==> src/rtl/rfls_pkg.sv <==
`timescale 1ns / 1ps
`default_nettype none
package rfls_pkg;
  localparam int PROJ_W  = 32;
  localparam int ETA_W   = 24;
  localparam int RATIO_W = 24;
  localparam int CNT_W   = 8;
  localparam int TOL_W   = 24;
  localparam int LIM_W   = 23;
  localparam int CFG_W   = 24;
  localparam int FRAC_W  = 16;
  localparam int DIV_W   = 56;
  localparam int DEN_W   = 33;
  localparam int TERM_W  = 43;
  localparam int DCNT_W  = 6;

  localparam logic signed [ETA_W-1:0] ETA_ONE   = ETA_W'(1 << FRAC_W);
  localparam logic [RATIO_W-1:0]      RATIO_MAX = '1;
  localparam logic [DIV_W-1:0]        QUOT_CAP  = DIV_W'(64'd1 << 40);
  localparam logic [CNT_W-1:0]        CNT_MAX   = '1;

  localparam logic [1:0] FUNC_START  = 2'd0;
  localparam logic [1:0] FUNC_REPORT = 2'd1;
  localparam logic [1:0] FUNC_FAIL   = 2'd2;

  localparam logic [1:0] CFG_TOL     = 2'd0;
  localparam logic [1:0] CFG_MAX_IT  = 2'd1;
  localparam logic [1:0] CFG_MIN_ETA = 2'd2;
  localparam logic [1:0] CFG_MAX_ETA = 2'd3;

  typedef enum logic [2:0] {
    ACT_TRIAL     = 3'd0,
    ACT_FINAL     = 3'd1,
    ACT_RESTORE   = 3'd2,
    ACT_UNCHANGED = 3'd3,
    ACT_UPD_ERR   = 3'd4,
    ACT_UNB_ERR   = 3'd5
  } act_t;

  typedef enum logic [1:0] {
    PH_IDLE    = 2'd0,
    PH_BRACKET = 2'd1,
    PH_SECANT  = 2'd2
  } phase_t;

  typedef enum logic [3:0] {
    S_IDLE, S_RLAUNCH, S_RWAIT, S_RATIO, S_CHECK, S_BRACKET,
    S_SECANT, S_SLAUNCH, S_SWAIT, S_SDONE, S_EMIT
  } state_t;

  function automatic logic [PROJ_W-1:0] mag(input logic signed [PROJ_W-1:0] v);
    mag = v[PROJ_W-1] ? PROJ_W'(~v + 1'b1) : PROJ_W'(v);
  endfunction
endpackage
`default_nettype wire

==> src/rtl/rfls_if.sv <==
`timescale 1ns / 1ps
`default_nettype none
interface rfls_in_if;
  logic                                valid;
  logic                                ready;
  logic [1:0]                          func;
  logic signed [rfls_pkg::PROJ_W-1:0]  projection_first;
  logic signed [rfls_pkg::PROJ_W-1:0]  projection_full;
  logic                                fail_stage;
  modport source (output valid, func, projection_first, projection_full, fail_stage,
                  input ready);
  modport sink (input valid, func, projection_first, projection_full, fail_stage,
                output ready);
endinterface

interface rfls_out_if;
  logic                                valid;
  logic                                ready;
  logic [2:0]                          action;
  logic signed [rfls_pkg::ETA_W-1:0]   step_factor;
  logic [rfls_pkg::RATIO_W-1:0]        residual_ratio;
  logic [rfls_pkg::CNT_W-1:0]          iteration;
  modport source (output valid, action, step_factor, residual_ratio, iteration,
                  input ready);
  modport sink (input valid, action, step_factor, residual_ratio, iteration,
                output ready);
endinterface
`default_nettype wire

==> src/rtl/regula_falsi_line_search_unit.sv <==
`timescale 1ns / 1ps
`default_nettype none
// Regula falsi line search sequencer.
// in_if carries one word per event: start (s0, s1), measured projection
// report, or integrator failure. out_if returns at most one word per input
// word: a trial increment or the way the search ended, with the current
// residual ratio and iteration count. cfg_we/cfg_index/cfg_data write the
// tolerance, iteration limit and eta clamps, effective at once.
// A failure passes through the emit state to the output register. A start
// or report runs one 56-bit ratio division on the shared restoring divider;
// a secant step needs a second. The divider gives one quotient bit per cycle.
// One word is worked on at a time; in_if.ready is high only while idle.
// A finished word sits in the output register; the next input word is taken
// while it waits, but a new result waits until out_if takes the old one.
// Reset (rst_n, synchronous) loads the default registers, idles the search
// and empties the output register. Reports while idle give no result.
module regula_falsi_line_search_unit (
  input  wire logic                          clk,
  input  wire logic                          rst_n,
  rfls_in_if.sink                            in_if,
  rfls_out_if.source                         out_if,
  input  wire logic                          cfg_we,
  input  wire logic [1:0]                    cfg_index,
  input  wire logic [rfls_pkg::CFG_W-1:0]    cfg_data
);
  localparam int PW = rfls_pkg::PROJ_W;
  localparam int EW = rfls_pkg::ETA_W;
  localparam int TW = rfls_pkg::TERM_W;

  rfls_pkg::state_t state_r, state_nxt;
  rfls_pkg::phase_t phase_r;

  logic [rfls_pkg::TOL_W-1:0]   tol_r;
  logic [rfls_pkg::CNT_W-1:0]   max_it_r;
  logic [rfls_pkg::LIM_W-1:0]   min_eta_r, max_eta_r;

  logic [1:0]                   func_r;
  logic signed [PW-1:0]         a_r;
  logic signed [PW-1:0]         init_proj_r, up_proj_r, lo_proj_r;
  logic [rfls_pkg::RATIO_W-1:0] init_ratio_r, cur_ratio_r;
  logic signed [EW-1:0]         up_eta_r, lo_eta_r, app_eta_r, trial_eta_r, brk_r;
  logic [rfls_pkg::CNT_W-1:0]   step_r;
  rfls_pkg::act_t               act_r;
  logic signed [EW-1:0]         fac_r;
  logic [rfls_pkg::DIV_W-1:0]   prod_r;
  logic [rfls_pkg::DEN_W-1:0]   den_r;
  logic                         neg_r, den_zero_r;

  logic                         out_valid_r;
  logic [2:0]                   out_act_r;
  logic signed [EW-1:0]         out_fac_r;
  logic [rfls_pkg::RATIO_W-1:0] out_ratio_r;
  logic [rfls_pkg::CNT_W-1:0]   out_cnt_r;

  logic                         in_ready, in_fire, div_start, load_out;
  logic [rfls_pkg::DIV_W-1:0]   div_dividend;
  logic [rfls_pkg::DEN_W-1:0]   div_divisor;
  logic                         div_done;
  logic [rfls_pkg::DIV_W-1:0]   div_q;

  logic [rfls_pkg::RATIO_W-1:0] ratio_val;
  logic                         same_sign, can_grow, secant_go, is_start;
  logic signed [EW+1:0]         eta4, grown;
  logic signed [EW:0]           deta;
  logic [EW-1:0]                deta_mag;
  logic [PW-1:0]                mag_up, mag_lo;
  logic [rfls_pkg::DEN_W-1:0]   den_val;
  logic signed [TW-1:0]         term, eta_w;
  logic [TW-1:0]                term_mag;
  logic signed [EW-1:0]         eta_fin;

  rfls_div u_div (
    .clk      (clk),
    .rst_n    (rst_n),
    .start    (div_start),
    .dividend (div_dividend),
    .divisor  (div_divisor),
    .done     (div_done),
    .quotient (div_q)
  );

  assign in_fire  = in_if.valid && in_ready;
  assign is_start = (func_r == rfls_pkg::FUNC_START);

  always_comb begin
    ratio_val = (div_q > rfls_pkg::DIV_W'(rfls_pkg::RATIO_MAX)) ? rfls_pkg::RATIO_MAX
                : div_q[rfls_pkg::RATIO_W-1:0];
    if (init_proj_r == '0) ratio_val = '0;
    same_sign = (up_proj_r != '0) && (lo_proj_r != '0) &&
                (up_proj_r[PW-1] == lo_proj_r[PW-1]);
    can_grow  = up_eta_r < $signed({1'b0, max_eta_r});
    eta4      = {app_eta_r, 2'b00};
    grown     = (eta4 > $signed({3'b000, max_eta_r})) ? $signed({3'b000, max_eta_r}) : eta4;
    secant_go = (cur_ratio_r > tol_r) && (step_r < max_it_r);
    deta      = {lo_eta_r[EW-1], lo_eta_r} - {up_eta_r[EW-1], up_eta_r};
    deta_mag  = deta[EW] ? EW'(~deta + 1'b1) : deta[EW-1:0];
    mag_up    = rfls_pkg::mag(up_proj_r);
    mag_lo    = rfls_pkg::mag(lo_proj_r);
    if (lo_proj_r[PW-1] != up_proj_r[PW-1]) begin
      den_val = {1'b0, mag_lo} + {1'b0, mag_up};
    end else begin
      den_val = (mag_lo > mag_up) ? {1'b0, mag_lo - mag_up} : {1'b0, mag_up - mag_lo};
    end
    term_mag = (div_q > rfls_pkg::QUOT_CAP) ? TW'(rfls_pkg::QUOT_CAP) : TW'(div_q);
    if (den_zero_r) term_mag = '0;
    term  = neg_r ? -$signed(term_mag) : $signed(term_mag);
    eta_w = TW'(up_eta_r) - term;
    if (eta_w > $signed(TW'(max_eta_r))) eta_w = $signed(TW'(max_eta_r));
    if (cur_ratio_r > init_ratio_r) eta_w = TW'(rfls_pkg::ETA_ONE);
    if (eta_w < $signed(TW'(min_eta_r))) eta_w = $signed(TW'(min_eta_r));
    eta_fin = eta_w[EW-1:0];
  end

  always_comb begin
    state_nxt = state_r;
    unique case (state_r)
      rfls_pkg::S_IDLE: begin
        if (in_fire) begin
          if (in_if.func == rfls_pkg::FUNC_START) begin
            state_nxt = rfls_pkg::S_RLAUNCH;
          end else if (in_if.func == rfls_pkg::FUNC_FAIL) begin
            state_nxt = rfls_pkg::S_EMIT;
          end else if (in_if.func == rfls_pkg::FUNC_REPORT && phase_r != rfls_pkg::PH_IDLE) begin
            state_nxt = rfls_pkg::S_RLAUNCH;
          end
        end
      end
      rfls_pkg::S_RLAUNCH: state_nxt = rfls_pkg::S_RWAIT;
      rfls_pkg::S_RWAIT:   if (div_done) state_nxt = rfls_pkg::S_RATIO;
      rfls_pkg::S_RATIO:   state_nxt = rfls_pkg::S_CHECK;
      rfls_pkg::S_CHECK: begin
        if (is_start) begin
          state_nxt = (cur_ratio_r <= tol_r || up_proj_r == lo_proj_r) ? rfls_pkg::S_EMIT
                      : rfls_pkg::S_BRACKET;
        end else if (phase_r == rfls_pkg::PH_BRACKET) begin
          state_nxt = (cur_ratio_r < tol_r) ? rfls_pkg::S_EMIT : rfls_pkg::S_BRACKET;
        end else begin
          state_nxt = rfls_pkg::S_SECANT;
        end
      end
      rfls_pkg::S_BRACKET: state_nxt = same_sign ? rfls_pkg::S_EMIT : rfls_pkg::S_SECANT;
      rfls_pkg::S_SECANT:  state_nxt = secant_go ? rfls_pkg::S_SLAUNCH : rfls_pkg::S_EMIT;
      rfls_pkg::S_SLAUNCH: state_nxt = rfls_pkg::S_SWAIT;
      rfls_pkg::S_SWAIT:   if (div_done) state_nxt = rfls_pkg::S_SDONE;
      rfls_pkg::S_SDONE:   state_nxt = rfls_pkg::S_EMIT;
      rfls_pkg::S_EMIT:    if (!out_valid_r || out_if.ready) state_nxt = rfls_pkg::S_IDLE;
      default:             state_nxt = rfls_pkg::S_IDLE;
    endcase
  end

  always_comb begin
    in_ready     = 1'b0;
    div_start    = 1'b0;
    load_out     = 1'b0;
    div_dividend = prod_r;
    div_divisor  = den_r;
    unique case (state_r)
      rfls_pkg::S_IDLE:    in_ready = 1'b1;
      rfls_pkg::S_RLAUNCH: begin
        div_start    = 1'b1;
        div_dividend = rfls_pkg::DIV_W'({rfls_pkg::mag(a_r), {rfls_pkg::FRAC_W{1'b0}}});
        div_divisor  = {1'b0, rfls_pkg::mag(init_proj_r)};
      end
      rfls_pkg::S_SLAUNCH: div_start = 1'b1;
      rfls_pkg::S_EMIT:    load_out = !out_valid_r || out_if.ready;
      default: ;
    endcase
  end

  always_ff @(posedge clk) begin
    if (!rst_n) begin
      state_r      <= rfls_pkg::S_IDLE;
      phase_r      <= rfls_pkg::PH_IDLE;
      tol_r        <= rfls_pkg::TOL_W'(52429);
      max_it_r     <= rfls_pkg::CNT_W'(10);
      min_eta_r    <= rfls_pkg::LIM_W'(6554);
      max_eta_r    <= rfls_pkg::LIM_W'(655360);
      init_proj_r  <= '0;
      up_proj_r    <= '0;
      lo_proj_r    <= '0;
      init_ratio_r <= '0;
      cur_ratio_r  <= '0;
      up_eta_r     <= rfls_pkg::ETA_ONE;
      app_eta_r    <= rfls_pkg::ETA_ONE;
      trial_eta_r  <= rfls_pkg::ETA_ONE;
      lo_eta_r     <= '0;
      brk_r        <= '0;
      step_r       <= '0;
      out_valid_r  <= 1'b0;
    end else begin
      state_r <= state_nxt;
      if (cfg_we) begin
        unique case (cfg_index)
          rfls_pkg::CFG_TOL:     tol_r     <= cfg_data;
          rfls_pkg::CFG_MAX_IT:  max_it_r  <= cfg_data[rfls_pkg::CNT_W-1:0];
          rfls_pkg::CFG_MIN_ETA: min_eta_r <= cfg_data[rfls_pkg::LIM_W-1:0];
          rfls_pkg::CFG_MAX_ETA: max_eta_r <= cfg_data[rfls_pkg::LIM_W-1:0];
          default: ;
        endcase
      end
      if (load_out) begin
        out_valid_r <= 1'b1;
      end else if (out_if.ready) begin
        out_valid_r <= 1'b0;
      end
      unique case (state_r)
        rfls_pkg::S_IDLE: begin
          if (in_fire && in_if.func == rfls_pkg::FUNC_START) begin
            init_proj_r <= in_if.projection_first;
            step_r      <= '0;
            brk_r       <= '0;
            up_eta_r    <= rfls_pkg::ETA_ONE;
            app_eta_r   <= rfls_pkg::ETA_ONE;
            trial_eta_r <= rfls_pkg::ETA_ONE;
            lo_eta_r    <= '0;
            up_proj_r   <= in_if.projection_full;
            lo_proj_r   <= in_if.projection_first;
          end else if (in_fire && in_if.func == rfls_pkg::FUNC_FAIL) begin
            phase_r <= rfls_pkg::PH_IDLE;
          end
        end
        rfls_pkg::S_RATIO: begin
          cur_ratio_r <= ratio_val;
          if (is_start) begin
            init_ratio_r <= ratio_val;
          end else if (phase_r == rfls_pkg::PH_BRACKET) begin
            up_proj_r <= a_r;
          end else begin
            app_eta_r <= trial_eta_r;
            if (a_r == '0 || up_proj_r == '0) begin
              step_r <= max_it_r;
            end else if (a_r[PW-1] != up_proj_r[PW-1]) begin
              lo_eta_r  <= trial_eta_r;
              lo_proj_r <= a_r;
            end else begin
              up_eta_r  <= trial_eta_r;
              up_proj_r <= a_r;
            end
          end
        end
        rfls_pkg::S_CHECK: begin
          if (is_start) begin
            if (cur_ratio_r <= tol_r || up_proj_r == lo_proj_r) phase_r <= rfls_pkg::PH_IDLE;
          end else if (phase_r == rfls_pkg::PH_BRACKET) begin
            if (cur_ratio_r < tol_r) phase_r <= rfls_pkg::PH_IDLE;
          end else if (lo_proj_r == up_proj_r) begin
            step_r <= max_it_r;
          end
        end
        rfls_pkg::S_BRACKET: begin
          if (same_sign && can_grow) begin
            if (step_r != rfls_pkg::CNT_MAX) step_r <= step_r + 1'b1;
            up_eta_r  <= grown[EW-1:0];
            app_eta_r <= grown[EW-1:0];
            brk_r     <= brk_r + (grown[EW-1:0] - app_eta_r);
            phase_r   <= rfls_pkg::PH_BRACKET;
          end else if (same_sign) begin
            phase_r <= rfls_pkg::PH_IDLE;
          end else begin
            step_r <= '0;
          end
        end
        rfls_pkg::S_SECANT: begin
          if (!secant_go) begin
            phase_r <= rfls_pkg::PH_IDLE;
          end else begin
            step_r <= step_r + 1'b1;
          end
        end
        rfls_pkg::S_SDONE: begin
          if (eta_fin == app_eta_r) begin
            phase_r <= rfls_pkg::PH_IDLE;
          end else begin
            trial_eta_r <= eta_fin;
            phase_r     <= rfls_pkg::PH_SECANT;
          end
        end
        default: ;
      endcase
    end
  end

  // payload registers
  always_ff @(posedge clk) begin
    if (in_fire) begin
      func_r <= in_if.func;
      a_r    <= (in_if.func == rfls_pkg::FUNC_START) ? in_if.projection_full
                : in_if.projection_first;
      if (in_if.func == rfls_pkg::FUNC_FAIL) begin
        act_r <= in_if.fail_stage ? rfls_pkg::ACT_UNB_ERR : rfls_pkg::ACT_UPD_ERR;
        fac_r <= '0;
      end
    end
    unique case (state_r)
      rfls_pkg::S_CHECK: begin
        if (is_start) begin
          act_r <= rfls_pkg::ACT_UNCHANGED;
          fac_r <= rfls_pkg::ETA_ONE;
        end else begin
          act_r <= rfls_pkg::ACT_FINAL;
          fac_r <= app_eta_r;
        end
      end
      rfls_pkg::S_BRACKET: begin
        if (can_grow) begin
          act_r <= rfls_pkg::ACT_TRIAL;
          fac_r <= grown[EW-1:0] - app_eta_r;
        end else begin
          act_r <= rfls_pkg::ACT_RESTORE;
          fac_r <= -brk_r;
        end
      end
      rfls_pkg::S_SECANT: begin
        act_r      <= rfls_pkg::ACT_FINAL;
        fac_r      <= app_eta_r;
        prod_r     <= rfls_pkg::DIV_W'(mag_up * deta_mag);
        den_r      <= den_val;
        den_zero_r <= (den_val == '0);
        neg_r      <= up_proj_r[PW-1] ^ deta[EW] ^ (lo_proj_r < up_proj_r);
      end
      rfls_pkg::S_SDONE: begin
        if (eta_fin == app_eta_r) begin
          act_r <= rfls_pkg::ACT_FINAL;
          fac_r <= app_eta_r;
        end else begin
          act_r <= rfls_pkg::ACT_TRIAL;
          fac_r <= eta_fin - app_eta_r;
        end
      end
      default: ;
    endcase
    if (load_out) begin
      out_act_r   <= act_r;
      out_fac_r   <= fac_r;
      out_ratio_r <= cur_ratio_r;
      out_cnt_r   <= step_r;
    end
  end

  assign in_if.ready           = in_ready;
  assign out_if.valid          = out_valid_r;
  assign out_if.action         = out_act_r;
  assign out_if.step_factor    = out_fac_r;
  assign out_if.residual_ratio = out_ratio_r;
  assign out_if.iteration      = out_cnt_r;
endmodule
`default_nettype wire

==> src/rtl/rfls_div.sv <==
`timescale 1ns / 1ps
`default_nettype none
// restoring divider, one quotient bit per cycle
module rfls_div (
  input  wire logic                         clk,
  input  wire logic                         rst_n,
  input  wire logic                         start,
  input  wire logic [rfls_pkg::DIV_W-1:0]   dividend,
  input  wire logic [rfls_pkg::DEN_W-1:0]   divisor,
  output logic                              done,
  output logic [rfls_pkg::DIV_W-1:0]        quotient
);
  logic                            busy_r, busy_nxt;
  logic [rfls_pkg::DCNT_W-1:0]     cnt_r, cnt_nxt;
  logic [rfls_pkg::DIV_W-1:0]      q_r, q_nxt;
  logic [rfls_pkg::DEN_W:0]        rem_r, rem_nxt;
  logic [rfls_pkg::DEN_W-1:0]      den_r;
  logic [rfls_pkg::DEN_W:0]        shifted;
  logic                            done_r, done_nxt;

  always_comb begin
    busy_nxt = busy_r;
    cnt_nxt  = cnt_r;
    q_nxt    = q_r;
    rem_nxt  = rem_r;
    done_nxt = 1'b0;
    shifted  = {rem_r[rfls_pkg::DEN_W-1:0], q_r[rfls_pkg::DIV_W-1]};
    if (start) begin
      busy_nxt = 1'b1;
      cnt_nxt  = rfls_pkg::DCNT_W'(rfls_pkg::DIV_W - 1);
      q_nxt    = dividend;
      rem_nxt  = '0;
    end else if (busy_r) begin
      q_nxt = {q_r[rfls_pkg::DIV_W-2:0], 1'b0};
      if (shifted >= {1'b0, den_r}) begin
        rem_nxt  = shifted - {1'b0, den_r};
        q_nxt[0] = 1'b1;
      end else begin
        rem_nxt = shifted;
      end
      if (cnt_r == '0) begin
        busy_nxt = 1'b0;
        done_nxt = 1'b1;
      end else begin
        cnt_nxt = cnt_r - 1'b1;
      end
    end
  end

  always_ff @(posedge clk) begin
    if (!rst_n) begin
      busy_r <= 1'b0;
      done_r <= 1'b0;
      cnt_r  <= '0;
    end else begin
      busy_r <= busy_nxt;
      done_r <= done_nxt;
      cnt_r  <= cnt_nxt;
    end
    q_r   <= q_nxt;
    rem_r <= rem_nxt;
    if (start) den_r <= divisor;
  end

  assign done     = done_r;
  assign quotient = q_r;
endmodule
`default_nettype wire
==> src/flat_wrapper.sv <==
// flat-port wrapper written by rule: the top's interface ports become plain ports
module regula_falsi_line_search_unit_flat 
  (clk, rst_n, cfg_we, cfg_index, cfg_data, in_if_valid, in_if_func, in_if_projection_first, in_if_projection_full, in_if_fail_stage, in_if_ready, out_if_valid, out_if_action, out_if_step_factor, out_if_residual_ratio, out_if_iteration, out_if_ready);
  rfls_in_if in_if_i ();
  rfls_out_if out_if_i ();
  input  wire logic clk;
  input  wire logic rst_n;
  input  wire logic cfg_we;
  input  wire logic [1:0] cfg_index;
  input  wire logic [rfls_pkg::CFG_W-1:0] cfg_data;
  input wire logic [$bits(in_if_i.valid)-1:0] in_if_valid;
  input wire logic [$bits(in_if_i.func)-1:0] in_if_func;
  input wire logic [$bits(in_if_i.projection_first)-1:0] in_if_projection_first;
  input wire logic [$bits(in_if_i.projection_full)-1:0] in_if_projection_full;
  input wire logic [$bits(in_if_i.fail_stage)-1:0] in_if_fail_stage;
  output wire logic [$bits(in_if_i.ready)-1:0] in_if_ready;
  output wire logic [$bits(out_if_i.valid)-1:0] out_if_valid;
  output wire logic [$bits(out_if_i.action)-1:0] out_if_action;
  output wire logic [$bits(out_if_i.step_factor)-1:0] out_if_step_factor;
  output wire logic [$bits(out_if_i.residual_ratio)-1:0] out_if_residual_ratio;
  output wire logic [$bits(out_if_i.iteration)-1:0] out_if_iteration;
  input wire logic [$bits(out_if_i.ready)-1:0] out_if_ready;
  assign in_if_i.valid = in_if_valid;
  assign in_if_i.func = in_if_func;
  assign in_if_i.projection_first = in_if_projection_first;
  assign in_if_i.projection_full = in_if_projection_full;
  assign in_if_i.fail_stage = in_if_fail_stage;
  assign in_if_ready = in_if_i.ready;
  assign out_if_valid = out_if_i.valid;
  assign out_if_action = out_if_i.action;
  assign out_if_step_factor = out_if_i.step_factor;
  assign out_if_residual_ratio = out_if_i.residual_ratio;
  assign out_if_iteration = out_if_i.iteration;
  assign out_if_i.ready = out_if_ready;
  regula_falsi_line_search_unit u_core (.clk(clk), .rst_n(rst_n), .in_if(in_if_i), .out_if(out_if_i), .cfg_we(cfg_we), .cfg_index(cfg_index), .cfg_data(cfg_data));
endmodule
==> config.mk <==
export PLATFORM = sky130hd
export DESIGN_NAME = regula_falsi_line_search_unit_flat
export DESIGN_NICKNAME = d
export VERILOG_FILES = /design/src/rtl/rfls_pkg.sv /design/src/rtl/rfls_if.sv /design/src/rtl/regula_falsi_line_search_unit.sv /design/src/rtl/rfls_div.sv /design/src/flat_wrapper.sv
export SDC_FILE = /design/constraint.sdc
export NUM_CORES = 2
export LEC_CHECK = 0
export BUFFER_PORTS_ARGS = -buffer_cell sky130_fd_sc_hd__buf_2
export CAP_MARGIN = 40
export CORE_MARGIN = 3
export CORE_UTILIZATION = 55
export CTS_BUF_LIST = sky130_fd_sc_hd__clkbuf_4 sky130_fd_sc_hd__clkbuf_8 sky130_fd_sc_hd__clkbuf_16
export CTS_CLUSTER_DIAMETER = 50
export DETAILED_ROUTE_END_ITERATION = 8
export PLACE_DENSITY = 0.71
export SLEW_MARGIN = 30
export SYNTH_ARGS = -nofsm -noshare
export SYNTH_HDL_FRONTEND = slang
export SYNTH_SLANG_ARGS = --single-unit
==> constraint.sdc <==
create_clock -name clk -period 20.6 [get_ports clk]
set_input_delay 3.09 -clock clk [delete_from_list [all_inputs] [get_ports clk]]
set_output_delay 3.09 -clock clk [all_outputs]
set_load 0.01 [all_outputs]
==> flow_summary.json <==
{
  "h-tree-depth": 3,
  "synth_seq_cells": 698,
  "mostFrequentLayoutCell": "nand2_1",
  "worstPathRequired_ns": 21.01,
  "yosys-top-cells-area": "fa_1 18%, edfxtp_1 12%, dfxtp_1 11%, ha_1 11%, nand2_1 5.8%",
  "maxCapViolations": 0,
  "die_width_um": 371.2,
  "r2r-end": "u_core.fac_r[23]",
  "grt_pass1_vias": 63324,
  "final_nets": 10125,
  "timing.critical_path.slowest_cell_delay_ns": 0.70,
  "setup_viol": 0,
  "synth_nets": 10149,
  "grt_antenna_before_repair": 9,
  "dr.pass1.iters": 8,
  "synth.avg_cell_area_um2": 8.381,
  "grt_overflow": 0,
  "post-route-period-util": 0.8307,
  "holdPathStages": 0,
  "drt_iter0_drc": 7152,
  "worstPathArrival_ns": 17.52,
  "cts.clk_slew.worst_paths_ns": 0.06,
  "routed_wl_um": 258600,
  "hp-class": "flop to flop",
  "cts_buffer_depth": 3,
  "fin_skew_ns": 0.03822,
  "hold_path_end": "u_core.out_if.action[1]",
  "synth_top_area_cell": "fa_1",
  "synthDominantCellAreaShare": 0.1820,
  "rows": 133,
  "cts_made_buffers": 81,
  "r2r_start": "u_core.u_div.quotient[2]",
  "async_reset_ff_frac": 0,
  "io_pins": 159,
  "r2r_slack_ns": 3.49,
  "synth_cell_types": 96,
  "clockRootBuffer": "clkbuf_16",
  "wire_per_inst_um": 24.50,
  "start_util": 0.5560,
  "synth-main-ff-cell": "dfxtp_1",
  "finalMaxSlewViolations": 0,
  "grt_max_degree": 184,
  "max_freq_ghz": 0.05844,
  "cp_max_fo": 42,
  "clock-sinks": 698,
  "dieArea_um2": 137800,
  "endpoint_kind": "flop",
  "n_fill_cell": 11598,
  "drc": 0,
  "viasPerCell": 6.166,
  "finalSetupTns_ns": 0,
  "cts_setup_buffers": 0,
  "grt_pass1_wl_um": 390800,
  "rsz0062_at_grt": "no",
  "route.vias.total": 65073,
  "cpMaxStageDelayCell": "or4_1",
  "synth_area_um2": 73370,
  "ant_nets": 0,
  "place_congestion": 0.9811,
  "startpoint_type": "flop",
  "synth_edf_count": 300,
  "insertion_delay_ns": 0.68,
  "syn-instance-count": 8755,
  "fin_crit_ns": 17.11,
  "relSlewSlack": 0.2390,
  "io_buffers": 158,
  "worst-setup-path-type": "flop to flop",
  "area_growth_pct": 8.237,
  "worstRegToRegCells": 65,
  "synth_seq_area_share": 0.2314,
  "cts_resized": 0,
  "dpl.hpwl_um": 198900,
  "die_y_um": 371.2,
  "grt_usage": 0.3730,
  "drive_above_1_share": 0.07593,
  "core_um2": 132000,
  "status": "finished clean",
  "final_hold_viol_count": 0,
  "yosysWarnings": 0,
  "worstHoldStart": "u_core.act_r[1]",
  "cts_tree": "yes",
  "layout_common_cells": "1138 x nand2_1, 1034 x inv_1, 800 x nor2_1, 667 x fa_1, 628 x ha_1",
  "holdBufCountCts": 0,
  "tightest_slew_ns": 1.141
}
==> stage by stage <==
| step | area, µm² | util | setup slack, ns | std cells | hold WS (ns) |
|---|---|---|---|---|---|
| 3_5_place_dp | 76580 | 0.5803 | 3.936 | 10390 | 0.4071 |
| 2_1_floorplan | 73370 | - | 6.884 | 8755 | 0.4003 |
| 3_3_place_gp | 76430 | 0.5792 | 3.948 | 10376 | 0.4032 |
| 5_1_grt | 79410 | 0.6018 | 2.125 | 10553 | 0.4368 |
| 4_1_cts | 79280 | 0.6008 | 3.818 | 10540 | 0.4283 |
| 6_report | 79410 | 0.6018 | 3.489 | 10554 | 0.4283 |
==> logic make-up (layout without fill, tap and decap cells) <==
kind of cell	count (synthesis)	count (layout)	synth area share
adders and majority gates	1296	1296	0.2893
buffers and inverters	1477	1520	0.07578
AOI/OAI and AO/OA	1858	1858	0.1600
xor gates and xnor gates	387	387	0.04638
muxes	126	126	0.01801
DFF	698	698	0.2314
and+or+nand+nor	2913	2913	0.1792
other	0	1	0
==> final cells by class <==
| type | instances | area (µm²) | area share |
|---|---|---|---|
| multi-input combinational | 6580 | 51520 | 0.6488 |
| timing repair buffer | 319 | 2062 | 0.02596 |
| antenna | 1 | 2.502 | 0.00003151 |
| inverter | 1051 | 3953 | 0.04977 |
| tap | 1755 | 2196 | 0.02765 |
| sequential | 698 | 16980 | 0.2138 |
| clock inverter | 52 | 474.2 | 0.005971 |
| clock buffer | 98 | 2227 | 0.02804 |
==> worst max-delay path: cells and delay by family (launching register included) <==
kind / cells / cell delay [ns]
simple gates: 20 / 5.90
fa+ha+maj: 5 / 1.60
flops: 1 / 0.51
compound gates: 35 / 7.29
buf+inv: 4 / 1.19
xor+xnor: 1 / 0.27
==> flip-flops by register name, summed over array words and instances (netlist names), 32 cells and up <==
name / cells
u_core.u_div.quotient: 56
u_core.prod_r: 56
u_core.a_r: 32
u_core.u_div.den_r: 33
u_core.u_div.rem_r: 33
u_core.up_proj_r: 32
u_core.lo_proj_r: 32
u_core.den_r: 33
u_core.init_proj_r: 32
==> Yosys cell counts, types with 115 or more instances <==
cell type and number:
a211oi_1 160, a21o_1 123, a21oi_1 619, clkbuf_1 397, dfxtp_1 398, edfxtp_1 300
fa_1 667, ha_1 629, inv_1 1035, nand2_1 1142, nand3_1 163, nor2_1 808
nor3_1 173, o21ai_0 371, xnor2_1 271, xor2_1 115
==> worst max-delay path by stage <==
stage,from,endpoint,slack [ns]
5_1_grt,u_core.u_div.quotient[2],u_core.fac_r[23],2.13
4_1_cts,u_core.u_div.quotient[2],u_core.fac_r[23],3.82
2_1_floorplan,u_core.u_div.quotient[2],u_core.fac_r[23],6.88
3_5_place_dp,u_core.u_div.quotient[2],u_core.fac_r[22],3.94
3_3_place_gp,u_core.u_div.quotient[2],u_core.fac_r[23],3.95
6_report,u_core.u_div.quotient[2],u_core.fac_r[23],3.49
==> per-layer routing <==
layer,GRT usage,share of wire,up-vias
li1,-,-,29544
met1,0.5061,0.41,31651
met2,0.5662,0.43,3220
met5,0,0,-
met3,0.07390,0.10,658
met4,0.1915,0.062,0
Power is left out: the tool's default activity adds up to more than one toggle a clock period on the data nets, which glitch-free logic cannot reach.
